### src/design/assert_macros.svh
// assertion helpers shared by the rtl
`ifndef ASSERT_MACROS_SVH
`define ASSERT_MACROS_SVH

`ifndef ASSERT_OFF
`define PEI_ASSERT(lbl, clk, rstn, prop, msg) \
  lbl: assert property (@(posedge clk) disable iff (!rstn) prop) else $error(msg);
`define PEI_ASSERT_NEVER(lbl, clk, rstn, cond, msg) \
  lbl: assert property (@(posedge clk) disable iff (!rstn) !(cond)) else $error(msg);
`else
`define PEI_ASSERT(lbl, clk, rstn, prop, msg)
`define PEI_ASSERT_NEVER(lbl, clk, rstn, cond, msg)
`endif

`endif

### src/design/pei_pkg.sv
`default_nettype none

package pei_pkg;

  typedef logic signed [31:0] q16_t;
  typedef q16_t [2:0] vec3_t;

  localparam logic [1:0] FUNC_FORCE = 2'd0;
  localparam logic [1:0] FUNC_STEP  = 2'd1;
  localparam logic [1:0] FUNC_LOADP = 2'd2;
  localparam logic [1:0] FUNC_LOADV = 2'd3;

  // integrate sequence, one product issued per step
  localparam logic [2:0] STEP_ISSUE = 3'd0;
  localparam logic [2:0] STEP_ACC   = 3'd1;
  localparam logic [2:0] STEP_POS1  = 3'd2;
  localparam logic [2:0] STEP_VEL1  = 3'd3;
  localparam logic [2:0] STEP_POS2  = 3'd4;
  localparam logic [2:0] STEP_VEL2  = 3'd5;
  localparam logic [2:0] STEP_LAST  = STEP_VEL2;

  localparam q16_t Q16_MAX = 32'sh7FFF_FFFF;
  localparam q16_t Q16_MIN = 32'sh8000_0000;

  typedef struct packed {
    logic       start;
    logic [1:0] func;
    logic       run;
    logic [2:0] step;
  } lane_cmd_t;

  typedef struct packed {
    q16_t val;
    logic sat;
  } q16_res_t;

  // round to nearest (ties up) at 16 bits, then clamp to 32 bits
  function automatic q16_res_t mul_post(input logic signed [63:0] prod);
    logic signed [63:0] y;
    logic signed [47:0] s;
    q16_res_t r;
    y = prod + 64'sd32768;
    s = y[63:16];
    if (s > 48'sh0000_7FFF_FFFF) begin
      r.val = Q16_MAX;
      r.sat = 1'b1;
    end else if (s < -48'sh0000_8000_0000) begin
      r.val = Q16_MIN;
      r.sat = 1'b1;
    end else begin
      r.val = s[31:0];
      r.sat = 1'b0;
    end
    return r;
  endfunction

  function automatic q16_res_t sat_add(input q16_t a, input q16_t b);
    logic signed [32:0] s;
    q16_res_t r;
    s = {a[31], a} + {b[31], b};
    if (s[32] != s[31]) begin
      r.val = s[32] ? Q16_MIN : Q16_MAX;
      r.sat = 1'b1;
    end else begin
      r.val = s[31:0];
      r.sat = 1'b0;
    end
    return r;
  endfunction

endpackage

`default_nettype wire

### src/design/pei_if.sv
`default_nettype none


interface pei_out_if;
  import pei_pkg::*;
  logic valid;
  logic ready;
  q16_t pos_x;
  q16_t pos_y;
  q16_t pos_z;
  q16_t vel_x;
  q16_t vel_y;
  q16_t vel_z;
  logic saturated;

  modport source (output valid, pos_x, pos_y, pos_z, vel_x, vel_y, vel_z, saturated,
                  input ready);
  modport sink (input valid, pos_x, pos_y, pos_z, vel_x, vel_y, vel_z, saturated,
                output ready);
endinterface

`default_nettype wire

### src/design/pei_merge.sv
`default_nettype none

module pei_merge (
  input  wire            clk_i,
  input  wire            rst_ni,
  input  wire            load_i,
  input  pei_pkg::vec3_t pos_i,
  input  pei_pkg::vec3_t vel_i,
  input  wire  [2:0]     lane_sat_i,
  input  wire            ctrl_sat_i,
  output logic           slot_free_o,
  pei_out_if.source      out_o
);
  import pei_pkg::*;

  logic  valid_q;
  vec3_t pos_q;
  vec3_t vel_q;
  logic  sat_q;

  assign slot_free_o = !valid_q || out_o.ready;

  always_ff @(posedge clk_i or negedge rst_ni) begin
    if (!rst_ni) begin
      valid_q <= 1'b0;
    end else if (load_i) begin
      valid_q <= 1'b1;
    end else if (out_o.ready) begin
      valid_q <= 1'b0;
    end
  end

  always_ff @(posedge clk_i) begin
    if (load_i) begin
      pos_q <= pos_i;
      vel_q <= vel_i;
      sat_q <= (|lane_sat_i) | ctrl_sat_i;
    end
  end

  assign out_o.valid     = valid_q;
  assign out_o.pos_x     = pos_q[0];
  assign out_o.pos_y     = pos_q[1];
  assign out_o.pos_z     = pos_q[2];
  assign out_o.vel_x     = vel_q[0];
  assign out_o.vel_y     = vel_q[1];
  assign out_o.vel_z     = vel_q[2];
  assign out_o.saturated = sat_q;

endmodule

`default_nettype wire

### src/flat_wrapper.sv
// flat-port wrapper written by rule: the top's interface ports become plain ports
module pei_merge_flat import pei_pkg::*;
  (clk_i, rst_ni, load_i, pos_i, vel_i, lane_sat_i, ctrl_sat_i, slot_free_o, out_o_valid, out_o_pos_x, out_o_pos_y, out_o_pos_z, out_o_vel_x, out_o_vel_y, out_o_vel_z, out_o_saturated, out_o_ready);
  pei_out_if out_o_i ();
  input  wire clk_i;
  input  wire rst_ni;
  input  wire load_i;
  input  pei_pkg::vec3_t pos_i;
  input  pei_pkg::vec3_t vel_i;
  input  wire  [2:0] lane_sat_i;
  input  wire ctrl_sat_i;
  output logic slot_free_o;
  output wire logic [$bits(out_o_i.valid)-1:0] out_o_valid;
  output wire logic [$bits(out_o_i.pos_x)-1:0] out_o_pos_x;
  output wire logic [$bits(out_o_i.pos_y)-1:0] out_o_pos_y;
  output wire logic [$bits(out_o_i.pos_z)-1:0] out_o_pos_z;
  output wire logic [$bits(out_o_i.vel_x)-1:0] out_o_vel_x;
  output wire logic [$bits(out_o_i.vel_y)-1:0] out_o_vel_y;
  output wire logic [$bits(out_o_i.vel_z)-1:0] out_o_vel_z;
  output wire logic [$bits(out_o_i.saturated)-1:0] out_o_saturated;
  input wire logic [$bits(out_o_i.ready)-1:0] out_o_ready;
  assign out_o_valid = out_o_i.valid;
  assign out_o_pos_x = out_o_i.pos_x;
  assign out_o_pos_y = out_o_i.pos_y;
  assign out_o_pos_z = out_o_i.pos_z;
  assign out_o_vel_x = out_o_i.vel_x;
  assign out_o_vel_y = out_o_i.vel_y;
  assign out_o_vel_z = out_o_i.vel_z;
  assign out_o_saturated = out_o_i.saturated;
  assign out_o_i.ready = out_o_ready;
  pei_merge u_core (.clk_i(clk_i), .rst_ni(rst_ni), .load_i(load_i), .pos_i(pos_i), .vel_i(vel_i), .lane_sat_i(lane_sat_i), .ctrl_sat_i(ctrl_sat_i), .slot_free_o(slot_free_o), .out_o(out_o_i));
endmodule
### config.mk
export PLATFORM = sky130hd
export DESIGN_NAME = pei_merge_flat
export DESIGN_NICKNAME = d
export VERILOG_FILES = /design/src/design/assert_macros.svh /design/src/design/pei_pkg.sv /design/src/design/pei_if.sv /design/src/design/pei_merge.sv /design/src/flat_wrapper.sv
export SDC_FILE = /design/constraint.sdc
export NUM_CORES = 1
export LEC_CHECK = 0
export BUFFER_PORTS_ARGS = -buffer_cell sky130_fd_sc_hd__buf_2
export CORE_AREA = 2 2 154 156
export CTS_BUF_LIST = sky130_fd_sc_hd__clkbuf_16
export DETAILED_ROUTE_END_ITERATION = 12
export DIE_AREA = 0 0 156 158
export SLEW_MARGIN = 10
export SYNTH_ARGS = -nofsm -noshare
export SYNTH_HDL_FRONTEND = slang
export SYNTH_SLANG_ARGS = --single-unit
### constraint.sdc
create_clock -name clk_i -period 0.8 [get_ports clk_i]
set_input_delay 0.2 -clock clk_i [delete_from_list [all_inputs] [get_ports clk_i]]
set_output_delay 0.2 -clock clk_i [all_outputs]
set_load 0.005 [all_outputs]
==> results.yml, run 1 <==
synth:
  async_reset_ff_share_pct: 0.515
  synthFlopType: "edfxtp_1"
  ys_seq_elements: 194
  yosys_warnings: 0
  synthDistinctLibCells: 4
  syn_nets: 397
  synth_edf_count: 193
  synth_area_leaders: "edfxtp_1 (99%), dfrtp_1 (0.43%), nand2b_1 (0.21%), or4_1 (0.13%)"
  syn_inst: 197
  synth_top_area_share_pct: 99.2
  synth_top_cells_by_count: "edfxtp_1 (193), nand2b_1 (2), dfrtp_1 (1), or4_1 (1)"
  yosys.area.top_type: "edfxtp_1"
  avgSynthCellArea_um2: 29.6
  netlist_area_um2: 5840
  seq_area_frac_synth_pct: 99.7
  yosysMostFrequentCell: "edfxtp_1"
placement:
  io_buffers: 394
  gp_congestion: 0.757
  dp_hpwl_um: 12500
  dp_cells: 895
  placed_area_um2: 8310
clock_tree:
  cts_setup_buffers: 0
  cts_num_sinks: 194
  cts_resized: 0
  holdBufCountCts: 186
  h-tree-depth: 4
  clock_path_buffers: 2
  cts_inserted_buffers: 17
  clockRootBuffer: "clkbuf_16"
floorplanning:
  ioPinCount: 395
  fp.dieW_um: 156
  fp.dieH_um: 158
  rows: 56
  initial_utilization_pct: 25.3
outcome:
  error_line: "[ERROR RSZ-0060] Max buffer count reached."
  status: "aborted with a tool error"
  stop_stage: "clock tree synthesis"
per-stage QoR:
| step | util, % | hold slack [ps] | setup TNS [ps] | setup WS (ps) |
|---|---|---|---|---|
| after detailed placement | 36.1 | -15.8 | -38010 | -286 |
| after global placement | 36.1 | -11.4 | -36310 | -270 |
| after floorplan | - | -95.6 | -163 | -163 |
cells by family after synthesis:
| logic type | count (synthesis) | share of synthesized area (%) |
|---|---|---|
| DFF | 194 | 99.7 |
| and+or+nand+nor | 3 | 0.343 |
==> run 2, diff against run 1 <==
--- a/config.mk
+++ b/config.mk
@@ -6,10 +6,10 @@
 export NUM_CORES = 1
 export LEC_CHECK = 0
 export BUFFER_PORTS_ARGS = -buffer_cell sky130_fd_sc_hd__buf_2
-export CORE_AREA = 2 2 154 156
-export CTS_BUF_LIST = sky130_fd_sc_hd__clkbuf_16
+export CORE_AREA = 2 2 152 154
 export DETAILED_ROUTE_END_ITERATION = 12
-export DIE_AREA = 0 0 156 158
+export DIE_AREA = 0 0 154 156
+export PLACE_DENSITY_LB_ADDON = 0.15
 export SLEW_MARGIN = 10
 export SYNTH_ARGS = -nofsm -noshare
 export SYNTH_HDL_FRONTEND = slang
==> constraint.sdc (replaced) <==
create_clock -name clk_i -period 1 [get_ports clk_i]
set_input_delay 0.25 -clock clk_i [delete_from_list [all_inputs] [get_ports clk_i]]
set_output_delay 0.25 -clock clk_i [all_outputs]
set_load 0.005 [all_outputs]
==> run 2 against run 1 <==
Against the previous run:
- the flow now finishes, with violations (setup timing)
- synthesized area did not move
- synthesized cell count is the same
==> results.yml, run 2 <==
clock_tree:
  clockRootBuffer: "clkbuf_16"
  h-tree-depth: 4
  cts_inserted_buffers: 17
  clock_path_buffers: 2
  cts_num_sinks: 194
  path_clk_slew_ps: 70
  clkLatencyLatePin_ps: 420
  cts_tree: "built"
setup_path:
  cp.arrival_ps: 1030
  crit_type: "reg -> out"
  critical_path.endpoint_type: "output port"
  path_max_fanout: 2
  worst_setup_path_start_kind: "flip-flop"
  critPathRequiredTime_ps: 750
floorplanning:
  fp.dieH_um: 156
  ioPinCount: 395
  die-area_um2: 24000
  fp.dieW_um: 154
  initial_utilization_pct: 26.1
  rows: 55
  core_area_um2: 22400
drt:
  num_vias: 4384
  remaining_drc_errors: 0
  vias_per_cell: 3.95
  wirelength_um: 17000
  antenna_left: 0
  first_pass_iters: 4
  drtIter0Drc: 208
  avgRoutedWirePerCell_um: 15.4
timing:
  finClkSkew_ps: 0
  slew_headroom_pct: 83.6
  tightest_slew_ps: 246
  max_freq_mhz: 782
  hold_violations: 0
  maxSlewViolCount: 0
  layout_min_cycle_time_ps: 1280
  fin_crit_sh_pct: 128
  setup_viol: 195
  setup_ws_ps: -279
  rsz0062_at_grt: "true"
layout:
  utilization_pct: 48.2
  regArea_um2: 5820
  multi_input_area_um2: 20.0
  final_cell_mix: "buf_2 (393), edfxtp_1 (193), dlygate4sd3_1 (182)"
  drive_gt1_share_pct: 53.7
  final_common_cell: "buf_2"
  fill_cells: 1902
  fin_nets: 1010
  syn2layout_area_growth_pct: 84.7
power_and_ir_drop:
  powerDensity_nw_per_um2: 1700
  p_leak_nw: 4.60
  ir_drop_v: 0.000950
synth:
  async_reset_ff_share_pct: 0.515
  syn_inst: 197
  synth_area_leaders: "edfxtp_1 (99%), dfrtp_1 (0.43%), nand2b_1 (0.21%), or4_1 (0.13%)"
  synthDistinctLibCells: 4
  syn_nets: 397
  synth_top_cells_by_count: "edfxtp_1 (193), nand2b_1 (2), dfrtp_1 (1), or4_1 (1)"
  synth_edf_count: 193
  ys_seq_elements: 194
  yosys_warnings: 0
  synthFlopType: "edfxtp_1"
  seq_area_frac_synth_pct: 99.7
  avgSynthCellArea_um2: 29.6
  synth_top_area_share_pct: 99.2
  yosysMostFrequentCell: "edfxtp_1"
  netlist_area_um2: 5840
  yosys.area.top_type: "edfxtp_1"
global_routing:
  antenna_found_initial: 3
  grt_pass1_wl_um: 24600
  grt_usage_pct: 13.6
  grt_pass1_vias: 4726
  grt_max_degree: 34
  overflow: 0
outcome:
  status: "finished, violations left"
  violations: "setup timing"
job:
  maxCapViolCount: 0
placement:
  post-place-ws_ps: -144
  dp_hpwl_um: 12400
  gp_congestion: 0.744
  io_buffers: 394
worst_hold_path:
  hp-class: "in -> reg"
run 2: cell counts after synthesis:
No cell type changed its count.
run 2: final timing paths:
path,startpoint,endpoint,slack (ps),cells past startpoint
max,u_core.out_o.valid,slot_free_o,-280,2
min,vel_i[63],u_core.out_o.vel_y[31],20,1
max in group asynchronous,rst_ni,u_core.out_o.valid,790,2
min reg2reg,u_core.out_o.valid,u_core.out_o.valid,780,4
max reg2reg,u_core.out_o.valid,u_core.out_o.valid,150,4
min in group asynchronous,rst_ni,u_core.out_o.valid,130,2
run 2: cells by family (layout without fill, tap and decap cells):
family / after synthesis / in the layout / synth area share [%]
DFF: 194 / 194 / 99.7
buffers and inverters: 0 / 626 / 0
and+or+nand+nor: 3 / 3 / 0.343
other: 0 / 1 / 0
run 2: area by class of cell:
class	count	share of cell area, %
well taps	285	3.31
clock inverters	15	1.38
repair buffers	594	37.2
diodes	1	0.0232
flip-flops and latches	194	54.0
clock buffers	17	3.94
multi-input cells	3	0.186
run 2: metrics by stage:
step	TNS, ps	cell area [um^2]	cells	hold slack, ps	total power [mW]
floorplan	-13.2	5840	197	-45.6	10.1
global placement	-10020	8370	892	28.5	11.4
detailed placement	-11650	8370	892	28.2	11.4
CTS	-39270	10800	1107	1.06	18.6
global route	-43890	10800	1108	1.10	19.1
finish	-33670	10800	1109	20.6	18.4
run 2: power breakdown:
part	total (mW)	switching [mW]	leakage, nW	internal, mW
Combinational	1.96	0.755	2.43	1.21
Sequential	9.81	0.160	1.90	9.65
Clock	6.61	3.10	0.272	3.51
run 2: routing by layer:
| layer | routed length [um] | vias to the layer above | global-route usage (%) |
|---|---|---|---|
| li1 | - | 2035 | - |
| met1 | 5980 | 2094 | 13.7 |
| met2 | 9050 | 229 | 24.8 |
| met3 | 1710 | 22 | 6.31 |
| met4 | 264 | 4 | 4.58 |
| met5 | 24 | - | 0 |
run 2: what timing repair did:
item                                    4_1_cts  5_1_grt
hold endpoints to repair                    182        0
hold buffers                                182        0
resized for setup                             0        0
endpoints found under the setup margin      195      195
buffers inserted                              1        1
run 2: critical path: stages, from the launching register on:
cell and delay (ps):
dfrtp_1 390, nand2b_1 100, buf_2 120
Power figures use the tool's default switching activity.
