[src/design/assert_macros.svh]
// assertion helpers shared by the rtl
`ifndef ASSERT_MACROS_SVH
`define ASSERT_MACROS_SVH

`ifndef ASSERT_OFF
`define PEI_ASSERT(lbl, clk, rstn, prop, msg) \
  lbl: assert property (@(posedge clk) disable iff (!rstn) prop) else $error(msg);
`define PEI_ASSERT_NEVER(lbl, clk, rstn, cond, msg) \
  lbl: assert property (@(posedge clk) disable iff (!rstn) !(cond)) else $error(msg);
`else
`define PEI_ASSERT(lbl, clk, rstn, prop, msg)
`define PEI_ASSERT_NEVER(lbl, clk, rstn, cond, msg)
`endif

`endif

[src/design/pei_pkg.sv]
`default_nettype none

package pei_pkg;

  typedef logic signed [31:0] q16_t;
  typedef q16_t [2:0] vec3_t;

  localparam logic [1:0] FUNC_FORCE = 2'd0;
  localparam logic [1:0] FUNC_STEP  = 2'd1;
  localparam logic [1:0] FUNC_LOADP = 2'd2;
  localparam logic [1:0] FUNC_LOADV = 2'd3;

  // integrate sequence, one product issued per step
  localparam logic [2:0] STEP_ISSUE = 3'd0;
  localparam logic [2:0] STEP_ACC   = 3'd1;
  localparam logic [2:0] STEP_POS1  = 3'd2;
  localparam logic [2:0] STEP_VEL1  = 3'd3;
  localparam logic [2:0] STEP_POS2  = 3'd4;
  localparam logic [2:0] STEP_VEL2  = 3'd5;
  localparam logic [2:0] STEP_LAST  = STEP_VEL2;

  localparam q16_t Q16_MAX = 32'sh7FFF_FFFF;
  localparam q16_t Q16_MIN = 32'sh8000_0000;

  typedef struct packed {
    logic       start;
    logic [1:0] func;
    logic       run;
    logic [2:0] step;
  } lane_cmd_t;

  typedef struct packed {
    q16_t val;
    logic sat;
  } q16_res_t;

  // round to nearest (ties up) at 16 bits, then clamp to 32 bits
  function automatic q16_res_t mul_post(input logic signed [63:0] prod);
    logic signed [63:0] y;
    logic signed [47:0] s;
    q16_res_t r;
    y = prod + 64'sd32768;
    s = y[63:16];
    if (s > 48'sh0000_7FFF_FFFF) begin
      r.val = Q16_MAX;
      r.sat = 1'b1;
    end else if (s < -48'sh0000_8000_0000) begin
      r.val = Q16_MIN;
      r.sat = 1'b1;
    end else begin
      r.val = s[31:0];
      r.sat = 1'b0;
    end
    return r;
  endfunction

  function automatic q16_res_t sat_add(input q16_t a, input q16_t b);
    logic signed [32:0] s;
    q16_res_t r;
    s = {a[31], a} + {b[31], b};
    if (s[32] != s[31]) begin
      r.val = s[32] ? Q16_MIN : Q16_MAX;
      r.sat = 1'b1;
    end else begin
      r.val = s[31:0];
      r.sat = 1'b0;
    end
    return r;
  endfunction

endpackage

`default_nettype wire

[src/design/pei_ctrl.sv]
`default_nettype none

module pei_ctrl (
  input  wire                clk_i,
  input  wire                rst_ni,
  input  wire                in_valid_i,
  input  wire  [1:0]         in_func_i,
  input  wire  [30:0]        time_step_i,
  input  wire                slot_free_i,
  output logic               in_ready_o,
  output pei_pkg::lane_cmd_t cmd_o,
  output logic [30:0]        hdt2_o,
  output logic               sat_o,
  output logic               load_o
);
  import pei_pkg::*;

  localparam logic [1:0] ST_IDLE = 2'd0;
  localparam logic [1:0] ST_RUN  = 2'd1;
  localparam logic [1:0] ST_DONE = 2'd2;

  logic [1:0]  state_q, state_d;
  logic [2:0]  step_q, step_d;
  logic        sat_q, sat_d;
  logic [61:0] dtsq_q;
  logic [30:0] hdt2_q;
  logic [62:0] dtsq_rnd;
  logic [45:0] hdt2_full;
  logic        hdt2_ovf;
  logic        start;
  logic        run;

  assign in_ready_o = (state_q == ST_IDLE);
  assign start      = in_valid_i && in_ready_o;
  assign run        = (state_q == ST_RUN);
  assign load_o     = (state_q == ST_DONE) && slot_free_i;

  // half dt squared, rounded at 17 bits
  assign dtsq_rnd  = {1'b0, dtsq_q} + 63'd65536;
  assign hdt2_full = dtsq_rnd[62:17];
  assign hdt2_ovf  = |hdt2_full[45:31];

  always_comb begin
    state_d = state_q;
    step_d  = step_q;
    unique case (state_q)
      ST_IDLE: begin
        if (in_valid_i) begin
          if (in_func_i == FUNC_STEP) begin
            state_d = ST_RUN;
            step_d  = STEP_ISSUE;
          end else begin
            state_d = ST_DONE;
          end
        end
      end
      ST_RUN: begin
        if (step_q == STEP_LAST) begin
          state_d = ST_DONE;
        end else begin
          step_d = step_q + 3'd1;
        end
      end
      ST_DONE: begin
        if (slot_free_i) begin
          state_d = ST_IDLE;
        end
      end
      default: begin
        state_d = ST_IDLE;
      end
    endcase
  end

  always_comb begin
    sat_d = sat_q;
    if (start) begin
      sat_d = 1'b0;
    end else if (run && (step_q == STEP_ACC) && hdt2_ovf) begin
      sat_d = 1'b1;
    end
  end

  always_ff @(posedge clk_i or negedge rst_ni) begin
    if (!rst_ni) begin
      state_q <= ST_IDLE;
      step_q  <= STEP_ISSUE;
      sat_q   <= 1'b0;
    end else begin
      state_q <= state_d;
      step_q  <= step_d;
      sat_q   <= sat_d;
    end
  end

  always_ff @(posedge clk_i) begin
    if (run && (step_q == STEP_ISSUE)) begin
      dtsq_q <= time_step_i * time_step_i;
    end
    if (run && (step_q == STEP_ACC)) begin
      hdt2_q <= hdt2_ovf ? 31'h7FFF_FFFF : hdt2_full[30:0];
    end
  end

  assign cmd_o.start = start;
  assign cmd_o.func  = in_func_i;
  assign cmd_o.run   = run;
  assign cmd_o.step  = step_q;
  assign hdt2_o      = hdt2_q;
  assign sat_o       = sat_q;

endmodule

`default_nettype wire

[config.mk]
export PLATFORM = sky130hd
export DESIGN_NAME = pei_ctrl
export DESIGN_NICKNAME = d
export VERILOG_FILES = /design/src/design/assert_macros.svh /design/src/design/pei_pkg.sv /design/src/design/pei_ctrl.sv
export SDC_FILE = /design/constraint.sdc
export NUM_CORES = 2
export LEC_CHECK = 0
export ABC_AREA = 1
export BUFFER_PORTS_ARGS = -buffer_cell sky130_fd_sc_hd__buf_2
export CAP_MARGIN = 0
export CORE_AREA = 10 10 267 269
export CTS_CLUSTER_DIAMETER = 40
export CTS_CLUSTER_SIZE = 20
export DETAILED_ROUTE_END_ITERATION = 12
export DIE_AREA = 0 0 277 279
export HOLD_SLACK_MARGIN = 0.06
export PLACE_DENSITY = 0.69
export SLEW_MARGIN = 30
export SYNTH_ARGS = -nofsm -noshare
export SYNTH_HDL_FRONTEND = slang
export SYNTH_SLANG_ARGS = --single-unit
[constraint.sdc]
create_clock -name clk_i -period 4.8 [get_ports clk_i]
set_clock_uncertainty 0.2 [all_clocks]
set_input_delay 0.48 -clock clk_i [delete_from_list [all_inputs] [get_ports clk_i]]
set_output_delay 0.48 -clock clk_i [all_outputs]
set_load 0.05 [all_outputs]
; ---- Yosys cells after proc, flatten, opt, wreduce, memory -nomap -nowiden
; Cells that the tools add are included.
[classes]
n_addsub = 2
mul = 1
eq_ne = 10
n_mux = 11
n_reduce_logical = 12
[ops]
columns = cell, n
row1 = $add A62 B17 Y63 const B, 1
row2 = $mul A31 B31 Y62, 1
row3 = $reduce_or A15 Y1, 1
row4 = $mux W3, 3
row5 = $mux W2, 4
row6 = $ne A2 B2 Y1 const B, 3
row7 = $pmux W2 S3, 1
row8 = $pmux W3 S2, 1
row9 = $logic_and A1 B1 Y1, 5
row10 = $eq A2 B1 Y1 const B, 2
row11 = $ne A2 B1 Y1 const B, 2
row12 = $reduce_and A4 Y1, 1
row13 = $reduce_bool A2 Y1, 2
row14 = $add A3 B1 Y3 const B, 1
row15 = $eq A3 B1 Y1 const B, 1
row16 = $eq A3 B3 Y1 const B, 1
row17 = $logic_not A3 Y1, 1
row18 = $reduce_and A3 Y1, 1
row19 = $eq A2 B2 Y1 const B, 1
row20 = $logic_not A2 Y1, 1
row21 = $mux W1, 2
[totals]
regBits = 99
input_bits = 37
output_inout_bits = 41

; ---- Depth between registers and ports, before layout
[depth]
word_depth = 5
mapped_depth = 32

; ---- Worst setup path after synthesis
; No wires, ideal clock.
[synth_timing]
kind = input port to flip-flop
startpoint = in time_step_i[25]
endpoint = reg dtsq_q[54], data pin
setup_time_ns = 0.252
arrival_time_ns = 6.640
required_time_ns = 4.348
slack_ns = -2.293
path_stages = 27
n_path_buf = 2
cell_sequence = clkbuf_1 > buf_1 > nand2_1 > fa_1 > fa_1 > inv_1 > fa_1 > inv_1 > fa_1 > inv_1 > fa_1 > fa_1 > fa_1 > inv_1 > fa_1 > inv_1 > ha_1 > nand2_1 > nor2_1 > inv_1 > nor2_1 > inv_1 > o21bai_1 > nand3_1 > and2_0 > nand3_1 > nand2_1
[synth_between]
elab_chain_len = 1
[synth_rtl]
columns = element, line
row1 = start: declaration, pei_ctrl.sv:8  ; input wire [30:0] time_step_i,
row2 = $mul A31 B31 Y62, pei_ctrl.sv:98  ; dtsq_q <= time_step_i * time_step_i;
row3 = end signal: assignment, pei_ctrl.sv:98
row4 = end: declaration, pei_ctrl.sv:25  ; logic [61:0] dtsq_q;
; No other way between the ends.
; A chain may end at the register's enable or synchronous reset.

; ---- Worst setup path after layout
[layout_timing]
startpoint = in time_step_i[12]
endpoint = reg dtsq_q[60], data pin
; The elaborated chain is that of the path after synthesis.

==> impl_metrics.tcl <==
set metrics [dict create \
    dp_hpwl_mm 75.8 \
    holdWs_ns 0.213 \
    placementRows 94 \
    synth.avg_cell_area_um2 8.30 \
    reg2reg_from "dtsq_q[16]$_DFFE_PP_" \
    io_pins 78 \
    finalSetupViolations 46 \
    cts_tree "built" \
    antenna_cells 0 \
    numCtsBuffers 9 \
    r2r_cells 12 \
    hold_path_depth 4 \
    cp_top_family "adder cells" \
    crit_type "in2reg" \
    grt_usage_pct 23.3 \
    setup-tns-final_ns -79.00 \
    fin_nets 5544 \
    syn_inst 3929 \
    clkLatencyLatePin_ns 0.36 \
    clkTransAtPathRegs_ns 0.07 \
    violations "setup timing" \
    drt_pass1_iterations 5 \
    slowest_stage "fa_1" \
    drv_cap 0 \
    grt_max_degree 47 \
    relSlewSlack_pct 54.8 \
    finalCriticalPeriod_ns 6.63 \
    synth-seq-area-share_pct 7.55 \
    clock.fmax_mhz 151 \
    place.gp.congestion 0.945 \
    drc 0 \
    rrSetupSlack_ns 1.61 \
    final-hold-violation-count 0 \
    worst_hold_path_type "in2reg" \
    path_buf_inv 11 \
    syn_nets 4986 \
    ctsHtreeMaxLevel 3 \
    io_buffers 77 \
    clock-sinks 83 \
    num-fill-cells 5395 \
    wl_mm 88.2 \
    crit_path_frequent_cell "fa_1" \
    fin_crit_sh_pct 138 \
    via_per_inst 4.90 \
    async_flop_share_pct 7.23 \
    synth_flop_cell "edfxtp_1" \
    antenna_found_initial 0 \
    status "complete, but fails checks" \
    yosysWarnings 0 \
    die_width_um 277 \
    syn2layout_area_growth_pct 27.4 \
    vias 26300 \
    detail-route-antenna-nets 0 \
    cpPeakStageDelay_ns 0.60 \
    end_kind "flop" \
    dieArea_mm2 0.0773 \
    drive_gt1_share_pct 26.4 \
    fin_area_mm2 0.0415 \
    syn_area_mm2 0.0326 \
    synth_cell_type_count 42 \
    gr-total-overflow 0 \
    setup_slack_ns -1.83 \
    critPathMaxFanout 8 \
    cts_root_buf "clkbuf_16" \
    crit_end "dtsq_q[60]$_DFFE_PP_" \
    r2r_end "hdt2_o[0]$_SDFFCE_PP1P_" \
    worstMarginPinSlew_ns 0.672 \
    placed_area_mm2 0.0383 \
    grt_pass1_vias 29000 \
    grt_setup_unrepaired "yes" \
    grt_pass1_wl_mm 146 \
    start_util_pct 49.7 \
    first_iter_violations 1367 \
    maxSlewViolCount 0 \
    core_area_mm2 0.0656 \
    synth_edf_count 77 \
    critPathLaunch "time_step_i[12]" \
    path_depth 28 \
    die_h_um 279 \
    cp-start-kind "primary input" \
    wl_per_cell_um 16.5 \
    worst_ep_required_time_ns 4.73 \
    synth_seq_cells 83 \
    clockBufferDepth 2 \
    arrival_ns 6.56 \
]
-- worst min-delay path, cell delays in order --
cell and delay, ns:
buf_2 0.08, inv_1 0.04, nand3_1 0.07, a22oi_1 0.06
-- metal layers --
layer	vias to the layer above	GRT usage, %	part of all wire, %
met5	-	0	0
met4	0	6.03	2.8
met3	154	1.88	4.3
met2	617	42.8	52
met1	13100	29.2	41
li1	12400	-	-
-- cell usage in the layout, fill, tap and decap left out, types with 8 or more instances in the layout --
| cell type | n |
|---|---|
| nand3_2 | 15 |
| fa_1 | 705 |
| xor2_2 | 8 |
| inv_2 | 96 |
| buf_4 | 492 |
| nor2_1 | 150 |
| o21ai_2 | 18 |
| o21ai_1 | 11 |
| nand4_1 | 32 |
| ha_1 | 236 |
| o21ai_4 | 8 |
| ha_4 | 35 |
| xnor2_1 | 25 |
| nand2_1 | 683 |
| a21oi_2 | 29 |
| nor2_4 | 44 |
| nand3_1 | 60 |
| a21oi_1 | 39 |
| edfxtp_1 | 77 |
| or2_2 | 10 |
| o21a_1 | 8 |
| clkbuf_16 | 11 |
| o21bai_1 | 10 |
| fa_2 | 42 |
| buf_2 | 50 |
| nand2_2 | 67 |
| buf_6 | 57 |
| buf_8 | 10 |
| inv_1 | 1159 |
| nand2_4 | 29 |
| a21o_1 | 11 |
| nor2_2 | 44 |
| a21oi_4 | 19 |
| nor3_1 | 12 |
| o21ai_0 | 18 |
| inv_4 | 10 |
| xor2_1 | 38 |
| buf_12 | 32 |
-- state kept, by name, indices dropped and copies added (netlist names) --
register and count:
dtsq_q 46, hdt2_o 31, step_q 3, state_q 2, sat_o 1
-- metrics by stage --
| stage | util [%] | std cells | worst slack, ns |
|---|---|---|---|
| 6_report | 63.3 | 5356 | -1.83 |
| 5_1_grt | 63.3 | 5356 | -2.05 |
| 4_1_cts | 61.8 | 5343 | -1.91 |
| 3_5_place_dp | 58.4 | 5277 | -2.57 |
| 3_3_place_gp | 58.4 | 5277 | -2.53 |
| 2_1_floorplan | - | 3929 | -1.77 |
-- cells by family (layout without fill, tap and decap cells) --
| family | count (synthesis) | in the layout | synth area share, % |
|---|---|---|---|
| DFF | 83 | 83 | 7.55 |
| adders and majority gates | 1020 | 1020 | 56.3 |
| AOI/OAI and AO/OA | 210 | 210 | 3.73 |
| xor gates and xnor gates | 78 | 78 | 2.10 |
| buffers and inverters | 1370 | 1933 | 15.9 |
| and+or+nand+nor | 1168 | 1168 | 14.4 |
-- cell type report --
| class | instances | area (µm²) | area share, % |
|---|---|---|---|
| clock inverters | 7 | 57.6 | 0.139 |
| clock buffers | 9 | 225 | 0.542 |
| well taps | 864 | 1080 | 2.60 |
| flip-flops and latches | 83 | 2460 | 5.93 |
| multi-input cells | 2476 | 27300 | 65.7 |
| repair buffers | 652 | 5660 | 13.6 |
| inverters | 1265 | 4770 | 11.5 |
-- Yosys cell counts (4+ instances only) --
master | instances | area share (%)
nor3_1 | 23 | 0.35
fa_1 | 747 | 46
a21boi_0 | 4 | 0.092
nand3_1 | 73 | 1.1
nor2_2 | 8 | 0.15
nand4_1 | 32 | 0.61
o21ai_0 | 55 | 0.84
buf_4 | 5 | 0.12
xnor2_1 | 28 | 0.75
o211ai_1 | 7 | 0.16
or2_2 | 12 | 0.23
o21a_1 | 8 | 0.18
ha_1 | 273 | 10
dfrtp_1 | 6 | 0.46
o21bai_1 | 19 | 0.44
xor2_1 | 50 | 1.3
a31oi_1 | 9 | 0.17
a21oi_1 | 87 | 1.3
inv_1 | 1264 | 15
clkbuf_1 | 86 | 0.99
nor2_1 | 228 | 2.6
nand2_1 | 777 | 8.9
a21o_1 | 12 | 0.28
edfxtp_1 | 77 | 7.1
buf_1 | 9 | 0.10
-- what timing repair did --
action                     in CTS  in global routing
resized for setup             404                249
hold endpoints to repair        6                  0
hold buffers                    1                  0
buffers inserted               49                 16
cloned                          5                  2
setup endpoints to repair      46                 46
pin swaps                     194                161
-- worst min path at each step --
stage,slack (ns),startpoint,end
floorplan,-0.02,rst_ni,sat_o$_DFFE_PN0P_
global placement,0.11,rst_ni,sat_o$_DFFE_PN0P_
detailed placement,0.11,rst_ni,sat_o$_DFFE_PN0P_
CTS,0.21,slot_free_i,state_q[1]$_DFFE_PN0P_
global route,0.25,slot_free_i,state_q[1]$_DFFE_PN0P_
finish,0.21,slot_free_i,state_q[1]$_DFFE_PN0P_
Power is not shown: default switching activity piles up to over one toggle a cycle in this logic, so the estimate is an artifact.
